**src/hw/rtl/slcd_pkg.sv**
```systemverilog
`timescale 1ns / 1ps
// shared types and constants of the sync/length/checksum deframer
// no dependencies; imported by the deframer unit, its checker and its testbench

package slcd_pkg;

   // sync pair that opens every frame
   localparam logic [7:0] SYNC_A = 8'h55;
   localparam logic [7:0] SYNC_B = 8'hAA;

   // frame buffer bound in bytes and number of known senders
   localparam int BUF_LEN    = 256;
   localparam int NUM_AGENTS = 5;

   // field widths of the result item
   localparam int MASK_W = 5;
   localparam int ID_W   = 3;

   // reset value of the declared frame length
   localparam logic [7:0] LEN_RESET = 8'd15;

   // depth of the result queue, room for the two items of a sync pair
   localparam int RQ_DEPTH = 4;
   localparam int RQ_PTR_W = $clog2(RQ_DEPTH);
   localparam int RQ_CNT_W = $clog2(RQ_DEPTH + 1);

   // input kind carried on tuser
   localparam logic FUNC_BYTE = 1'b0;
   localparam logic FUNC_TICK = 1'b1;

   // frame status codes
   typedef enum logic [2:0] {
      ST_NONE      = 3'd0,
      ST_OK        = 3'd1,
      ST_BAD_SUM   = 3'd2,
      ST_BAD_ID    = 3'd3,
      ST_TOO_SHORT = 3'd4,
      ST_OVERFLOW  = 3'd5
   } status_type;

   // one result item
   typedef struct packed {
      logic              is_tick_result;
      logic [7:0]        frame_byte;
      logic [7:0]        byte_index;
      logic              last;
      status_type        frame_status;
      logic [ID_W-1:0]   sender_id;
      logic              newly_online;
      logic [MASK_W-1:0] online_mask;
   } result_type;

endpackage

```
**src/hw/rtl/sync_length_checksum_deframer_unit.sv**
```systemverilog
`timescale 1ns / 1ps
// byte stream deframer: sync hunt, length, additive checksum, sender liveness
// depends on slcd_pkg

// The block takes one item per clock: a received byte (req_tuser = 0) or a
// liveness tick (req_tuser = 1). Outside a frame it hunts for the pair
// 0x55 0xAA; the third frame byte is the total frame length. Every frame byte
// comes out with its index, and the last one carries a status (ok, bad
// checksum, bad id, too short, overflow). An accepted frame marks its sender
// online; a tick takes senders that sent no report since the previous tick
// offline and returns the online mask. Each item is processed in the cycle it
// is accepted and its results are written into a 4-entry result queue, so an
// item is taken every cycle while the queue has room for two results; the
// sync pair is the only item that yields two results. Results appear on the
// rsp side at the earliest in the cycle after the item is accepted, later when
// older results still wait in the queue. csr_wr_en writes the type byte that
// counts as a liveness report; write it only while the block is idle.

module sync_length_checksum_deframer_unit (
   input  logic        clock,
   input  logic        reset,
   // input items
   input  logic        req_tvalid,
   output logic        req_tready,
   input  logic [7:0]  req_tdata,   // [7:0] data_byte
   input  logic        req_tuser,   // [0] func
   // result items
   output logic        rsp_tvalid,
   input  logic        rsp_tready,
   output logic [31:0] rsp_tdata,   // [7:0] frame_byte, [15:8] byte_index,
                                    // [18:16] frame_status, [21:19] sender_id,
                                    // [22] newly_online, [27:23] online_mask,
                                    // [31:28] zero
   output logic        rsp_tlast,   // last
   output logic        rsp_tuser,   // [0] is_tick_result
   // configuration
   input  logic        csr_wr_en,
   input  logic [7:0]  csr_wr_data  // info_type
);
   import slcd_pkg::*;

   // configuration register
   logic [7:0] info_type_ff;

   // framing state
   logic       in_frame_ff,  in_frame_in;
   logic [7:0] prev_byte_ff, prev_byte_in;
   logic [8:0] frame_index_ff, frame_index_in;
   logic [7:0] frame_length_ff, frame_length_in;
   logic [7:0] running_sum_ff, running_sum_in;
   logic [7:0] captured_id_ff, captured_id_in;
   logic [7:0] captured_type_ff, captured_type_in;

   // per-sender liveness
   logic [NUM_AGENTS-1:0] sender_online_ff, sender_online_in;
   logic [15:0]           report_count_ff [NUM_AGENTS];
   logic [15:0]           report_count_in [NUM_AGENTS];

   // result queue
   result_type            rq_entry_ff [RQ_DEPTH];
   logic [RQ_PTR_W-1:0]   rq_wr_ptr_ff, rq_rd_ptr_ff;
   logic [RQ_CNT_W-1:0]   rq_count_ff, rq_count_in;

   // item processing
   logic       item_go;
   logic       pop;
   logic [1:0] push_cnt;
   result_type res0, res1;

   logic [7:0] len_eff, id_eff, type_eff;
   logic [8:0] idx_next;
   logic       done, id_ok;
   logic [MASK_W-1:0] mask_now;

   assign req_tready = (rq_count_ff <= RQ_CNT_W'(RQ_DEPTH - 2));
   assign item_go    = req_tvalid && req_tready;
   assign pop        = rsp_tvalid && rsp_tready;

   // next state and results of the accepted item
   always_comb begin
      in_frame_in      = in_frame_ff;
      prev_byte_in     = prev_byte_ff;
      frame_index_in   = frame_index_ff;
      frame_length_in  = frame_length_ff;
      running_sum_in   = running_sum_ff;
      captured_id_in   = captured_id_ff;
      captured_type_in = captured_type_ff;
      sender_online_in = sender_online_ff;
      report_count_in  = report_count_ff;
      res0             = '0;
      res1             = '0;
      push_cnt         = 2'd0;
      mask_now         = '0;

      // values as seen after this byte is captured
      len_eff  = (frame_index_ff == 9'd2) ? req_tdata : frame_length_ff;
      id_eff   = (frame_index_ff == 9'd3) ? req_tdata : captured_id_ff;
      type_eff = (frame_index_ff == 9'd4) ? req_tdata : captured_type_ff;
      idx_next = frame_index_ff + 9'd1;
      done     = (idx_next == {1'b0, len_eff});
      id_ok    = (id_eff >= 8'd1) && (id_eff <= 8'(NUM_AGENTS));

      if (item_go) begin
         if (req_tuser == FUNC_TICK) begin
            // liveness tick: drop silent senders, restart report counts
            for (int i = 0; i < NUM_AGENTS; i++) begin
               if (report_count_ff[i] != 16'd0) begin
                  report_count_in[i] = 16'd0;
               end else begin
                  sender_online_in[i] = 1'b0;
               end
            end
            res0.is_tick_result = 1'b1;
            push_cnt            = 2'd1;
         end else if (!in_frame_ff) begin
            // sync hunt
            if (prev_byte_ff == SYNC_A && req_tdata == SYNC_B) begin
               in_frame_in     = 1'b1;
               frame_index_in  = 9'd2;
               running_sum_in  = SYNC_A + SYNC_B;
               prev_byte_in    = 8'd0;
               res0.frame_byte = SYNC_A;
               res0.byte_index = 8'd0;
               res1.frame_byte = SYNC_B;
               res1.byte_index = 8'd1;
               push_cnt        = 2'd2;
            end else begin
               prev_byte_in = req_tdata;
            end
         end else begin
            // byte inside a frame
            frame_length_in  = len_eff;
            captured_id_in   = id_eff;
            captured_type_in = type_eff;
            running_sum_in   = running_sum_ff + req_tdata;
            frame_index_in   = idx_next;
            res0.frame_byte  = req_tdata;
            res0.byte_index  = frame_index_ff[7:0];
            push_cnt         = 2'd1;
            if (done) begin
               in_frame_in = 1'b0;
               res0.last   = 1'b1;
               priority if (len_eff == 8'd3 || len_eff == 8'd4) begin
                  res0.frame_status = ST_TOO_SHORT;
               end else if (running_sum_ff != req_tdata) begin
                  res0.frame_status = ST_BAD_SUM;
               end else if (!id_ok) begin
                  res0.frame_status = ST_BAD_ID;
               end else begin
                  res0.frame_status = ST_OK;
                  res0.sender_id    = id_eff[ID_W-1:0];
                  for (int i = 0; i < NUM_AGENTS; i++) begin
                     if (id_eff == 8'(i + 1)) begin
                        res0.newly_online   = !sender_online_ff[i];
                        sender_online_in[i] = 1'b1;
                        if (type_eff == info_type_ff &&
                            report_count_ff[i] != 16'hFFFF) begin
                           report_count_in[i] = report_count_ff[i] + 16'd1;
                        end
                     end
                  end
               end
            end else if (idx_next >= 9'(BUF_LEN)) begin
               in_frame_in       = 1'b0;
               res0.last         = 1'b1;
               res0.frame_status = ST_OVERFLOW;
            end
         end
      end

      // online mask after this item's update
      for (int i = 0; i < NUM_AGENTS; i++) begin
         if (i < MASK_W) begin
            mask_now[i] = sender_online_in[i];
         end
      end
      res0.online_mask = mask_now;
      res1.online_mask = mask_now;
   end

   // queue fill level
   assign rq_count_in = rq_count_ff + RQ_CNT_W'(push_cnt) - RQ_CNT_W'(pop);

   // control and state registers
   always_ff @(posedge clock) begin
      if (reset) begin
         info_type_ff     <= 8'd0;
         in_frame_ff      <= 1'b0;
         prev_byte_ff     <= 8'd0;
         frame_index_ff   <= 9'd0;
         frame_length_ff  <= LEN_RESET;
         running_sum_ff   <= 8'd0;
         captured_id_ff   <= 8'd0;
         captured_type_ff <= 8'd0;
         sender_online_ff <= '0;
         for (int i = 0; i < NUM_AGENTS; i++) begin
            report_count_ff[i] <= 16'd0;
         end
         rq_wr_ptr_ff     <= '0;
         rq_rd_ptr_ff     <= '0;
         rq_count_ff      <= '0;
      end else begin
         if (csr_wr_en) begin
            info_type_ff <= csr_wr_data;
         end
         in_frame_ff      <= in_frame_in;
         prev_byte_ff     <= prev_byte_in;
         frame_index_ff   <= frame_index_in;
         frame_length_ff  <= frame_length_in;
         running_sum_ff   <= running_sum_in;
         captured_id_ff   <= captured_id_in;
         captured_type_ff <= captured_type_in;
         sender_online_ff <= sender_online_in;
         report_count_ff  <= report_count_in;
         rq_wr_ptr_ff     <= rq_wr_ptr_ff + RQ_PTR_W'(push_cnt);
         rq_rd_ptr_ff     <= rq_rd_ptr_ff + RQ_PTR_W'(pop);
         rq_count_ff      <= rq_count_in;
      end
   end

   // result queue payload
   always_ff @(posedge clock) begin
      if (push_cnt != 2'd0) begin
         rq_entry_ff[rq_wr_ptr_ff] <= res0;
      end
      if (push_cnt == 2'd2) begin
         rq_entry_ff[rq_wr_ptr_ff + RQ_PTR_W'(1)] <= res1;
      end
   end

   // result port
   result_type head;
   assign head       = rq_entry_ff[rq_rd_ptr_ff];
   assign rsp_tvalid = (rq_count_ff != '0);
   assign rsp_tlast  = head.last;
   assign rsp_tuser  = head.is_tick_result;
   assign rsp_tdata  = {4'b0, head.online_mask, head.newly_online, head.sender_id,
                        head.frame_status, head.byte_index, head.frame_byte};

endmodule

```
**config.mk**
```make
export PLATFORM = sky130hd
export DESIGN_NAME = sync_length_checksum_deframer_unit
export DESIGN_NICKNAME = d
export VERILOG_FILES = /design/src/hw/rtl/slcd_pkg.sv /design/src/hw/rtl/sync_length_checksum_deframer_unit.sv
export SDC_FILE = /design/constraint.sdc
export NUM_CORES = 1
export LEC_CHECK = 0
export BUFFER_PORTS_ARGS = -buffer_cell sky130_fd_sc_hd__clkbuf_2
export CAP_MARGIN = 0
export CORE_MARGIN = 4
export CORE_UTILIZATION = 40
export DETAILED_ROUTE_END_ITERATION = 8
export GPL_TIMING_DRIVEN = 0
export SYNTH_ARGS = -nofsm -noshare
export SYNTH_HDL_FRONTEND = slang
export SYNTH_SLANG_ARGS = --single-unit
export TNS_END_PERCENT = 20
```
**constraint.sdc**
```tcl
create_clock -name clock -period 4.91 [get_ports clock]
set_input_delay 0.982 -clock clock [delete_from_list [all_inputs] [get_ports clock]]
set_output_delay 0.982 -clock clock [all_outputs]
set_load 0.05 [all_outputs]
```
==> results.md <==
- WL/cell: 18.6 um
- Pin count of the biggest net entering global routing: 15
- Setup CP Type: in2reg
- HPWL Detailed: about 27 mm
- Total gr overflow: 0
- First-pass iteration count of the detailed router: 5
- Clock Latency Late Sink: between 500 and 600 ps
- Status: completed
- Final WL: 38.0 mm
- Reg2reg path depth: 14
- Std-Cell Rows: 66
- Commonest non-fill, non-tap cell in the layout: dfxtp_1
- Antenna fix cells: 0
- Commonest cells after routing, fill and taps aside: 230 x dfxtp_1, 144 x nor2_1, 137 x nand3_1
- Synth unique cells: 85
- Fmax: between 200 and 250 MHz
- Flops & latches, synth: 270
- Syn Area/Cell: about 9 um^2
- H-tree Lvls: 1
- Fin. Hold Viols: 0
- FILL cells: roughly 3,200
- Worst endpoint data arrival time: 4590 ps
- TritonCTS buffer count: 30
- Leakage power: about 5.2 nW
- Worst VDD drop: 472 uV
- Number of DRC markers in iteration 0: 876
- Root buf cell: clkbuf_16
- Fin crit period: between 4000 and 5000 ps
- Remaining DRCs: 0
- Initial antenna violation count: 0
- Die area: between 0.03 and 0.04 mm^2
- GPL Wtd Cong: 0.894
- CTS tree: done
- Top FF cell, synth: dfxtp_1
- Max_cap viols: 0
- Hold Crit Depth: 2
- Placed inst area: between 0.01 and 0.015 mm^2
- Synth Warn #: 0
- CORE AREA: 0.0328 mm^2
- Post-Place Worst Slack: -284 ps
- Die height: approximately 190 um
- DR vias/cell: 5.65
- FFs w/ async S/R, synth: 0
- Unrepaired setup endpoints after global routing: false
- Syn Inst Count: between 1,000 and 1,500
- Vias in the first global route: 11,150
- CP startpoint kind: input port
- Flop pwr share: 0.425
- P_int: about 4 mW
- Port Buffers: slightly above 50
- Layout area overhead: 14.1%
- Final Slew Violations: 0
- Ports: 58
- Total track usage: 0.206
- Finished Cell Area: between 0.015 and 0.02 mm^2
- Global-route wire length before repair: roughly 61 mm
- Via count: about 12,000
- Max Root-Sink Buffers: 3
- Post-synth EDFFs: 40
- Final period utilization: 0.897
- Final setup violation count: 0
- CP Data Required Time: 5100 ps
- Sw Pwr: 1.45 mW
- Starting Density: 0.408
- Cell Area, Synth: between 0.01 and 0.015 mm^2
- Die width: between 150 and 200 um
- Clock edge transition at the registers on the reported setup and hold paths: 60 ps
- Switch share: 0.266
- Clock sink count: between 200 and 300
- Layout net count: 1,631
- Maximum fanout along the worst path: 10
- ANT nets after route: 0
- HP Class: reg2reg
- Clk pwr share: 0.437
- Seq/Total Area, Yosys: 0.434
- Crit end category: register
- Share of cells above drive strength 1: 0.110
- Worst relative slew slack: 0.353
- Final setup margin: between 500 and 600 ps
- Combinational Power Share: 0.138
- Worst-margin pin slew: between 900 and 1000 ps
- Setup Skew: 10.9 ps
- Pwr dens: between 300 and 400 mW/mm^2
## logic make-up after synthesis
family / Yosys count / synth area share
AND/OR/NAND/NOR: 623 / 0.243
flip-flops: 270 / 0.434
AO/OA/AOI/OAI: 299 / 0.132
multiplexers: 59 / 0.0727
XOR/XNOR: 72 / 0.0471
adder cells (fa/ha/maj): 27 / 0.0264
buffers and inverters: 145 / 0.0448
other: 1 / 0.000280
## synthesized netlist by cell type (11+ instances only)
| cell type | count | area share |
|---|---|---|
| a21oi_1 | 92 | 0.034 |
| xor2_1 | 13 | 0.0085 |
| clkbuf_1 | 76 | 0.021 |
| mux4_2 | 30 | 0.051 |
| nand4_1 | 24 | 0.011 |
| nor4_1 | 38 | 0.018 |
| xnor2_1 | 59 | 0.039 |
| ha_1 | 25 | 0.023 |
| nor2_1 | 144 | 0.040 |
| edfxtp_1 | 40 | 0.090 |
| nor2b_1 | 11 | 0.0051 |
| o21ai_0 | 125 | 0.047 |
| inv_1 | 45 | 0.013 |
| mux2i_1 | 27 | 0.020 |
| dfxtp_1 | 230 | 0.34 |
| and3_1 | 17 | 0.0080 |
| and4_1 | 11 | 0.0072 |
| nand2_1 | 108 | 0.030 |
| nor3_1 | 49 | 0.018 |
| or3_1 | 16 | 0.0075 |
| nand3_1 | 137 | 0.051 |
## path summary, 6_finish.rpt
kind / from / endpoint / slack, ps
hold reg to reg: prev_byte_ff[2]$_SDFFE_PP0P_ / prev_byte_ff[2]$_SDFFE_PP0P_ / 450
setup / recovery: req_tdata[7] / rq_entry_ff[3][22]$_DFFE_PP_ / 510
setup reg to reg: frame_index_ff[0]$_SDFFE_PP0P_ / report_count_ff[79]$_SDFFE_PP0P_ / 540
hold / removal: prev_byte_ff[2]$_SDFFE_PP0P_ / prev_byte_ff[2]$_SDFFE_PP0P_ / 450
## layer usage
metal	wire length, um	up-vias	part of all wire	track usage
met3	2470	52	0.065	0.0309
met2	17400	333	0.46	0.335
met1	17500	5598	0.46	0.293
li1	-	5590	-	-
met5	0	-	0	0
met4	701	0	0.018	0.0423
## cell type report
| type | count | area (um^2) | share of cell area |
|---|---|---|---|
| tap | 442 | 553 | 0.0362 |
| sequential | 270 | 5810 | 0.380 |
| timing repair buffer | 51 | 255 | 0.0167 |
| clock inverter | 9 | 149 | 0.00975 |
| multi-input combinational | 1084 | 6990 | 0.458 |
| buffer | 99 | 427 | 0.0279 |
| clock buffer | 46 | 917 | 0.0601 |
| inverter | 46 | 173 | 0.0113 |
## sequential cells by signal, summed over array words and instances, names as in the netlist, 8 cells and up
register,count
rq_entry_ff,120
report_count_ff,80
frame_index_ff,9
captured_id_ff,8
captured_type_ff,8
frame_length_ff,8
info_type_ff,8
prev_byte_ff,8
running_sum_ff,8
## power groups by stage
stage	combinational, mW	clock, mW	sequential (mW)
2_1_floorplan	0.559	0	2.36
4_1_cts	0.756	2.44	2.32
3_5_place_dp	0.754	0	2.37
5_1_grt	0.812	2.52	2.32
6_report	0.753	2.39	2.32
3_3_place_gp	0.749	0	2.36
## per-stage QoR
step / total power, mW / hold WS, ps / std cells / util / setup TNS, ps
2_1_floorplan: 2.92 / 411 / 1499 / - / 0
3_3_place_gp: 3.11 / 434 / 1992 / 0.433 / -2010
3_5_place_dp: 3.12 / 444 / 1992 / 0.433 / -2830
4_1_cts: 5.51 / 452 / 2047 / 0.466 / 0
5_1_grt: 5.65 / 470 / 2047 / 0.466 / 0
6_report: 5.46 / 451 / 2047 / 0.466 / 0
## critical path: stages
cell and delay [ps]:
clkbuf_2 130, clkbuf_1 560, nand2_1 150, nor4_1 270, nand4_1 310, nor2_1 540
inv_1 220, nand2_1 210, nand3_1 350, and2_1 280, clkbuf_1 190, inv_1 400
## timing repair
| item | 4_1_cts | 5_1_grt |
|---|---|---|
| endpoints found under the hold margin | 0 | 0 |
| buffers inserted | 0 | 0 |
| setup endpoints to repair | 0 | 10 |
| hold buffers | 0 | 0 |
| gates resized for setup | 0 | 1 |
Power figures use the tool's default switching activity.
